[src/hw/rtl/aufs_pkg.sv]
// Package for the Annex-B access unit flag scanner.
// Field widths, configuration register indexes and header class codes.
// No dependencies.
package aufs_pkg;

   localparam int unsigned DATA_W      = 8;
   localparam int unsigned PTS_W       = 63;
   localparam int unsigned CNT_W       = 25;
   localparam int unsigned REQ_TDATA_W = 72;   // data_byte + packet_pts, byte padded
   localparam int unsigned RSP_TDATA_W = 88;   // unit_bytes + unit_pts
   localparam int unsigned RSP_TUSER_W = 3;    // keyframe, config, dropped

   localparam logic [CNT_W-1:0] LIMIT_RESET = 25'h100_0000;   // 16 MiB

   // configuration register indexes
   typedef enum logic [0:0] {
      CSR_CODEC_SELECT  = 1'b0,
      CSR_AU_BYTE_LIMIT = 1'b1
   } csr_index_type;

   // codec selector values
   localparam logic CODEC_H264 = 1'b0;
   localparam logic CODEC_H265 = 1'b1;

   // header byte classes
   typedef enum logic [1:0] {
      CLS_NONE   = 2'd0,
      CLS_KEY    = 2'd1,
      CLS_CONFIG = 2'd2
   } hdr_class_type;

endpackage

[src/hw/rtl/aufs_hdr_classify.sv]
// Header byte classifier for the access unit flag scanner.
// Maps a NAL header byte to keyframe / config / none per codec.
// Depends on aufs_pkg.
module aufs_hdr_classify (
   input  logic [aufs_pkg::DATA_W-1:0] hdr_byte,
   input  logic                        codec_select,
   output aufs_pkg::hdr_class_type     hdr_class
);

   logic [4:0] avc_type;
   logic [5:0] hevc_type;

   assign avc_type  = hdr_byte[4:0];
   assign hevc_type = hdr_byte[6:1];

   always_comb begin
      hdr_class = aufs_pkg::CLS_NONE;
      if (codec_select == aufs_pkg::CODEC_H264) begin
         unique case (avc_type) inside
            5'd5:       hdr_class = aufs_pkg::CLS_KEY;     // IDR slice
            5'd7, 5'd8: hdr_class = aufs_pkg::CLS_CONFIG;  // SPS, PPS
            default:    hdr_class = aufs_pkg::CLS_NONE;
         endcase
      end else begin
         unique case (hevc_type) inside
            [6'd16:6'd21]: hdr_class = aufs_pkg::CLS_KEY;     // IRAP range
            [6'd32:6'd34]: hdr_class = aufs_pkg::CLS_CONFIG;  // VPS, SPS, PPS
            default:       hdr_class = aufs_pkg::CLS_NONE;
         endcase
      end
   end

endmodule

[src/hw/rtl/annexb_access_unit_flag_scanner.sv]
// Top level of the Annex-B access unit flag scanner.
// Input register, scan/accounting logic and result register.
// Depends on aufs_pkg and aufs_hdr_classify.

// The scanner takes one stream byte per transaction and hunts for Annex-B
// start codes (two or more zero bytes, then 0x01) inside each packet. The byte
// after a start code is the NAL header; it is classified as keyframe or
// parameter set under H.264 or H.265 rules (csr index 0). Flags are ORed over
// all packets of an access unit; the byte that carries tlast together with
// tuser (unit ends) produces one result transaction with the flags, the byte
// count (saturated at the limit of csr index 1), the timestamp of the first
// byte and a dropped flag. Throughput is one byte per cycle: a byte sits in the
// input register, the state update is a single pass of combinational logic (a
// 25 bit increment and compare sets the path), and the result lands in an
// output register; result valid follows the input and result registers. The
// input stage keeps accepting while a result waits; it only stalls when a
// unit-ending byte finds the result register still full. Configuration is
// written through csr_we/csr_index/csr_wdata, one register per cycle with no
// wait, and must only change while the block is idle.
module annexb_access_unit_flag_scanner (
   input  logic                             clock,
   input  logic                             reset,
   // configuration write port
   input  logic                             csr_we,
   input  logic [0:0]                       csr_index,
   input  logic [aufs_pkg::CNT_W-1:0]       csr_wdata,
   // byte stream in
   input  logic                             req_tvalid,
   output logic                             req_tready,
   input  logic [aufs_pkg::REQ_TDATA_W-1:0] req_tdata,   // [7:0] data_byte, [70:8] packet_pts
   input  logic                             req_tlast,   // packet_last
   input  logic                             req_tuser,   // unit_ends
   // access unit reports out
   output logic                             rsp_tvalid,
   input  logic                             rsp_tready,
   output logic [aufs_pkg::RSP_TDATA_W-1:0] rsp_tdata,   // [24:0] unit_bytes, [87:25] unit_pts
   output logic [aufs_pkg::RSP_TUSER_W-1:0] rsp_tuser    // [0] keyframe, [1] config, [2] dropped
);

   localparam int unsigned CNT_W = aufs_pkg::CNT_W;
   localparam int unsigned PTS_W = aufs_pkg::PTS_W;

   typedef struct packed {
      logic [PTS_W-1:0]           pts;
      logic                       ends;
      logic                       last;
      logic [aufs_pkg::DATA_W-1:0] data;
   } req_item_type;

   // configuration
   logic             codec_select_ff;
   logic [CNT_W-1:0] au_byte_limit_ff;

   // input stage
   logic         in_valid_ff;
   req_item_type in_item_ff;
   logic         advance;
   logic         produces;

   // scan and unit state
   logic [1:0]              zero_cnt_ff, zero_cnt_in;
   logic                    expect_header_ff, expect_header_in;
   aufs_pkg::hdr_class_type pending_ff, pending_in;
   logic                    keyframe_ff, keyframe_in;
   logic                    config_ff, config_in;
   logic [CNT_W-1:0]        byte_count_ff, byte_count_in;
   logic [PTS_W-1:0]        first_pts_ff, first_pts_in;
   logic                    overflowed_ff, overflowed_in;

   // result register
   logic                             rsp_valid_ff;
   logic [aufs_pkg::RSP_TDATA_W-1:0] rsp_data_ff, rsp_data_in;
   logic [aufs_pkg::RSP_TUSER_W-1:0] rsp_user_ff, rsp_user_in;

   aufs_pkg::hdr_class_type hdr_class;

   aufs_hdr_classify u_classify (
      .hdr_byte     (in_item_ff.data),
      .codec_select (codec_select_ff),
      .hdr_class    (hdr_class)
   );

   // a unit-ending byte needs a free result register; other bytes never wait
   assign produces   = in_item_ff.last & in_item_ff.ends;
   assign advance    = in_valid_ff & (~produces | ~rsp_valid_ff | rsp_tready);
   assign req_tready = ~reset & (~in_valid_ff | advance);

   always_comb begin
      zero_cnt_in      = zero_cnt_ff;
      expect_header_in = expect_header_ff;
      pending_in       = pending_ff;
      keyframe_in      = keyframe_ff;
      config_in        = config_ff;
      byte_count_in    = byte_count_ff;
      first_pts_in     = first_pts_ff;
      overflowed_in    = overflowed_ff;

      // unit accounting, saturating at the limit
      if (byte_count_ff == '0 && !overflowed_ff) begin
         first_pts_in = in_item_ff.pts;
      end
      if (byte_count_ff < au_byte_limit_ff) begin
         byte_count_in = byte_count_ff + CNT_W'(1);
      end else begin
         overflowed_in = 1'b1;
         byte_count_in = au_byte_limit_ff;
      end

      // another byte in the packet commits a held H.265 hit
      if (pending_ff == aufs_pkg::CLS_KEY) begin
         keyframe_in = 1'b1;
      end else if (pending_ff == aufs_pkg::CLS_CONFIG) begin
         config_in = 1'b1;
      end
      pending_in = aufs_pkg::CLS_NONE;

      // start code scan
      if (expect_header_ff) begin
         if (codec_select_ff == aufs_pkg::CODEC_H264) begin
            if (hdr_class == aufs_pkg::CLS_KEY) begin
               keyframe_in = 1'b1;
            end else if (hdr_class == aufs_pkg::CLS_CONFIG) begin
               config_in = 1'b1;
            end
         end else begin
            pending_in = hdr_class;
         end
         expect_header_in = 1'b0;
         zero_cnt_in      = 2'd0;
      end else if (in_item_ff.data == 8'h00) begin
         if (zero_cnt_ff != 2'd2) begin
            zero_cnt_in = zero_cnt_ff + 2'd1;
         end
      end else if (in_item_ff.data == 8'h01 && zero_cnt_ff == 2'd2) begin
         expect_header_in = 1'b1;
         zero_cnt_in      = 2'd0;
      end else begin
         zero_cnt_in = 2'd0;
      end

      // report uses the flags after this byte's updates
      rsp_data_in = {first_pts_in, byte_count_in};
      rsp_user_in = {overflowed_in, config_in, keyframe_in};

      // headers never span packets
      if (in_item_ff.last) begin
         zero_cnt_in      = 2'd0;
         expect_header_in = 1'b0;
         pending_in       = aufs_pkg::CLS_NONE;
         if (in_item_ff.ends) begin
            keyframe_in   = 1'b0;
            config_in     = 1'b0;
            byte_count_in = '0;
            first_pts_in  = '0;
            overflowed_in = 1'b0;
         end
      end
   end

   always_ff @(posedge clock) begin
      if (reset) begin
         codec_select_ff  <= aufs_pkg::CODEC_H264;
         au_byte_limit_ff <= aufs_pkg::LIMIT_RESET;
         in_valid_ff      <= 1'b0;
         zero_cnt_ff      <= 2'd0;
         expect_header_ff <= 1'b0;
         pending_ff       <= aufs_pkg::CLS_NONE;
         keyframe_ff      <= 1'b0;
         config_ff        <= 1'b0;
         byte_count_ff    <= '0;
         first_pts_ff     <= '0;
         overflowed_ff    <= 1'b0;
         rsp_valid_ff     <= 1'b0;
      end else begin
         if (csr_we) begin
            unique case (csr_index)
               aufs_pkg::CSR_CODEC_SELECT:  codec_select_ff  <= csr_wdata[0];
               aufs_pkg::CSR_AU_BYTE_LIMIT: au_byte_limit_ff <= csr_wdata;
               default: ;
            endcase
         end

         if (req_tready) begin
            in_valid_ff <= req_tvalid;
         end

         if (advance) begin
            zero_cnt_ff      <= zero_cnt_in;
            expect_header_ff <= expect_header_in;
            pending_ff       <= pending_in;
            keyframe_ff      <= keyframe_in;
            config_ff        <= config_in;
            byte_count_ff    <= byte_count_in;
            first_pts_ff     <= first_pts_in;
            overflowed_ff    <= overflowed_in;
         end

         if (advance && produces) begin
            rsp_valid_ff <= 1'b1;
         end else if (rsp_tready) begin
            rsp_valid_ff <= 1'b0;
         end
      end
   end

   // payload registers
   always_ff @(posedge clock) begin
      if (req_tready && req_tvalid) begin
         in_item_ff <= '{pts:  req_tdata[70:8],
                         ends: req_tuser,
                         last: req_tlast,
                         data: req_tdata[7:0]};
      end
      if (advance && produces) begin
         rsp_data_ff <= rsp_data_in;
         rsp_user_ff <= rsp_user_in;
      end
   end

   assign rsp_tvalid = rsp_valid_ff;
   assign rsp_tdata  = rsp_data_ff;
   assign rsp_tuser  = rsp_user_ff;

   // zero run saturates at two
   a_zero_cnt_sat: assert property (@(posedge clock) disable iff (reset)
      zero_cnt_ff != 2'd3)
      else $error("zero run counter went past two");

   // a start code always restarts the zero run
   a_hdr_clears_run: assert property (@(posedge clock) disable iff (reset)
      expect_header_ff |-> (zero_cnt_ff == 2'd0) && (pending_ff == aufs_pkg::CLS_NONE))
      else $error("header expected with zero run or pending class live");

   // a stalled byte stays in the input register
   a_stall_holds: assert property (@(posedge clock) disable iff (reset)
      (in_valid_ff && !advance) |=> in_valid_ff && $stable(in_item_ff))
      else $error("stalled input byte lost");

   // a waiting result is never overwritten
   a_rsp_no_overrun: assert property (@(posedge clock) disable iff (reset)
      (rsp_valid_ff && !rsp_tready) |-> !(advance && produces))
      else $error("result register overrun");

endmodule
[config.mk]
export PLATFORM = sky130hd
export DESIGN_NAME = annexb_access_unit_flag_scanner
export DESIGN_NICKNAME = d
export VERILOG_FILES = /design/src/hw/rtl/aufs_pkg.sv /design/src/hw/rtl/aufs_hdr_classify.sv /design/src/hw/rtl/annexb_access_unit_flag_scanner.sv
export SDC_FILE = /design/constraint.sdc
export NUM_CORES = 1
export LEC_CHECK = 0
export BUFFER_PORTS_ARGS = -buffer_cell sky130_fd_sc_hd__buf_2
export CAP_MARGIN = 15
export CORE_ASPECT_RATIO = 1.1
export CORE_MARGIN = 2
export CORE_UTILIZATION = 56
export DETAILED_ROUTE_END_ITERATION = 8
export PLACE_DENSITY_LB_ADDON = 0.15
export RECOVER_POWER = 25
export SKIP_LAST_GASP = 1
export SYNTH_ARGS = -nofsm -noshare
export SYNTH_HDL_FRONTEND = slang
export SYNTH_SLANG_ARGS = --single-unit
[constraint.sdc]
create_clock -name clock -period 7.28 [get_ports clock]
set_clock_uncertainty 0.15 [all_clocks]
set_input_delay 0.364 -clock clock [delete_from_list [all_inputs] [get_ports clock]]
set_output_delay 0.364 -clock clock [all_outputs]
set_load 0.01 [all_outputs]
==> results.sh <==
export IMPL_area_growth_pct=24.5
export IMPL_syn_area_per_cell_um2=11.7
export IMPL_gr_total_overflow=0
export IMPL_grt_max_degree=64
export IMPL_synth_edf_count=164
export IMPL_drt_pre_antenna_iters=5
export IMPL_slew_headroom=-0.998
export IMPL_die_width_um=144
export IMPL_synth_compound_area_frac=0.120
export IMPL_port_buffers=196
export IMPL_syn_nets=1162
export IMPL_die_h_um=158
export IMPL_ys_seq_area_frac=0.613
export IMPL_io_pins=198
export IMPL_cp_max_fo=57
export IMPL_yosys_area_share_simple=0.125
export IMPL_nets=1425
export IMPL_synthesis_area_um2=12100
export IMPL_worstSetupPathType="input port to flip-flop"
export IMPL_worstHoldPathType="input port to flip-flop"
export IMPL_start_kind="input port"
export IMPL_clock_sinks=288
export IMPL_cts_tree="built"
export IMPL_grt_pass1_wl_mm=45.9
export IMPL_vdd_drop_max_v=0.000203
export IMPL_setup_violations=0
export IMPL_clock_latency_ns=0.54
export IMPL_max_stage_delay_ns=2.08
export IMPL_fmax_mhz=239
export IMPL_viasPerCell=5.67
export IMPL_p_total_mw=3.51
export IMPL_fin_area_um2=15100
export IMPL_vias=9106
export IMPL_hold_path_startpoint="rsp_tready"
export IMPL_status="finished with violations"
export IMPL_ys_warn_count=0
export IMPL_async_flop_share=0
export IMPL_crit_start="reset"
export IMPL_wire_per_inst_um=18.2
export IMPL_cts_made_buffers=29
export IMPL_fin_crit_ns=4.19
export IMPL_finalHoldViolCount=0
export IMPL_cap_violations=3
export IMPL_wirelength_mm=29.3
export IMPL_p_per_area_nw_per_um2=233
export IMPL_multi_input_area_um2=4250
export IMPL_setup_tns_ns=0
export IMPL_crit_arrival_ns=4.37
export IMPL_synthFlopType="edfxtp_1"
export IMPL_root_buffer="clkbuf_16"
export IMPL_failed_checks="max-capacitance violations, max-slew violations"
export IMPL_cp_end_kind="flip-flop"
export IMPL_drtIter0Drc=626
export IMPL_cts_max_level=1
export IMPL_worst_pin_slew_ns=3.00
export IMPL_leakage_nw=5.63
export IMPL_antenna_found_initial=0
export IMPL_rows=56
export IMPL_synth_seq_cells=288
export IMPL_rsz0062_at_grt="no"
export IMPL_synth_top_family_by_area="simple AND/OR/NAND/NOR gates"
export IMPL_cp_required_ns=7.46
export IMPL_dp_hpwl_mm=17.0
export IMPL_synth_cell_types=62
export IMPL_drive_above_1_share=0.223
export IMPL_fp_dieArea_um2=22800
export IMPL_drcViolationCount=0
export IMPL_synthAdderAreaFrac=0.0279
export IMPL_clkTransAtPathRegs_ns=0.06
export IMPL_n_fill_cell=1610
export IMPL_grt_usage=0.256
export IMPL_core_um2=21200
export IMPL_synth_xor_area_frac=0.0152
export IMPL_final_antenna_net_count=0
export IMPL_ff_latch_area_um2=7410
export IMPL_regToRegStartpoint="byte_count_ff[2]$_SDFFE_PP0P_"
export IMPL_period_share=0.575
export IMPL_start_util=0.570
export IMPL_grt_pass1_vias=8947
export IMPL_syn_inst=1030
export IMPL_slowest_stage="clkbuf_1"
export IMPL_synth_mux_area_frac=0.0603
export IMPL_slew_violations=106
export IMPL_cp_cell_sequence="clkbuf_1 -> clkbuf_1 -> nor2_1"
export IMPL_num_antenna_cells=0
export IMPL_path_common_cell="clkbuf_1"
export IMPL_place_congestion=0.859
export IMPL_cts_buffer_depth=3
export IMPL_dpl_instance_area_um2=13200
-- per-layer routing --
layer / wire [um] / global-route usage / share of wire / vias up
met3: 1790 / 0.0445 / 0.061 / 71
met1: 11700 / 0.318 / 0.40 / 4403
met2: 14800 / 0.447 / 0.51 / 300
met4: 956 / 0.0957 / 0.033 / 0
met5: 0 / 0 / 0 / -
li1: - / - / - / 4332
-- cells by family after synthesis --
kind of cell,Yosys count
AND/OR/NAND/NOR,319
flip-flops,288
AO/OA/AOI/OAI,202
buffers and inverters,108
multiplexers,65
adder cells (fa/ha/maj),27
XOR/XNOR,21
-- registers in the layout, indices dropped and copies added (netlist names) --
| signal | count |
|---|---|
| au_byte_limit_ff | 25 |
| byte_count_ff | 25 |
| codec_select_ff | 1 |
| config_ff | 1 |
| expect_header_ff | 1 |
| first_pts_ff | 63 |
| in_item_ff | 73 |
| in_valid_ff | 1 |
| keyframe_ff | 1 |
| overflowed_ff | 1 |
| pending_ff | 2 |
| rsp_tdata | 88 |
| rsp_tuser | 3 |
| rsp_tvalid | 1 |
| zero_cnt_ff | 2 |
-- repair_timing --
action	CTS	global route
gates resized for setup	0	0
hold buffers	99	0
endpoints found under the hold margin	100	0
buffers inserted	0	0
-- per-stage QoR --
stage	std cells	setup slack (ns)	hold slack [ns]	utilization
floorplan	1030	1.86	0.284	-
finish	1606	3.09	0.0251	0.709
CTS	1606	3.76	0.0138	0.712
global placement	1453	3.75	0.294	0.623
detailed placement	1453	3.77	0.296	0.623
global route	1606	2.79	0.0141	0.709
-- synth_stat cells (15+ instances only) --
| cell type | instances | area, um2 |
|---|---|---|
| edfxtp_1 | 164 | 4920 |
| dfxtp_1 | 124 | 2480 |
| nand2_1 | 95 | 357 |
| nor2_1 | 86 | 323 |
| a22oi_1 | 63 | 473 |
| mux2_2 | 63 | 709 |
| clkbuf_1 | 51 | 191 |
| a21oi_1 | 50 | 250 |
| nand3_1 | 40 | 200 |
| inv_1 | 34 | 128 |
| ha_1 | 27 | 338 |
| nor3_1 | 25 | 125 |
| and3_1 | 19 | 119 |
| o21ai_0 | 18 | 90.1 |
| buf_2 | 16 | 80.1 |
| nand4_1 | 16 | 100 |
| o211ai_1 | 15 | 113 |
| xnor2_1 | 15 | 131 |
-- cell usage in the layout (no fill, tap or decap), types with 4 or more instances in the layout --
master and instances:
a21oi_1 50, a22oi_1 63, a31oi_1 4, a32oi_1 4
and3_1 19, buf_2 156, buf_4 10, clkbuf_1 50
clkbuf_16 29, clkbuf_8 4, clkinv_1 4, clkinv_2 5
dfxtp_1 124, dlygate4sd3_1 99, edfxtp_1 164, ha_1 27
inv_1 34, mux2_2 63, nand2_1 95, nand3_1 40
nand4_1 16, nor2_1 84, nor2b_1 5, nor3_1 25
nor4_1 8, o211ai_1 15, o21ai_0 18, o21ai_1 8
o311ai_0 4, o311ai_1 7, o311ai_2 8, xnor2_1 15
xor2_1 6
-- critical path: cells and delay by family --
family | cells | cell delay [ns]
buffers and inverters | 2 | 3.78
and+or+nand+nor | 1 | 0.17
-- where the power goes --
part	total (mW)	switching, mW	internal, mW
sequential	1.80	0.0257	1.78
combinational	0.290	0.153	0.138
clock	1.41	0.601	0.809
-- path summary, 6_finish.rpt --
kind,endpoint,slack [ns],cells after the start
setup / recovery,first_pts_ff[32]$_SDFFE_PP0P_,3.09,3
hold / removal,rsp_tvalid$_SDFFE_PP0P_,0.03,3
setup reg to reg,rsp_tdata[4]$_DFFE_PP_,3.71,8
hold reg to reg,au_byte_limit_ff[6]$_SDFFE_PP0P_,0.30,2
-- cell type report --
class / instances / share of cell area
Sequential cell: 288 / 0.492
Clock inverter: 12 / 0.00582
Clock buffer: 42 / 0.0541
Inverter: 34 / 0.00848
Tap cell: 290 / 0.0241
Timing Repair Buffer: 306 / 0.133
Multi-Input combinational cell: 634 / 0.283
Power figures use the tool's default switching activity.
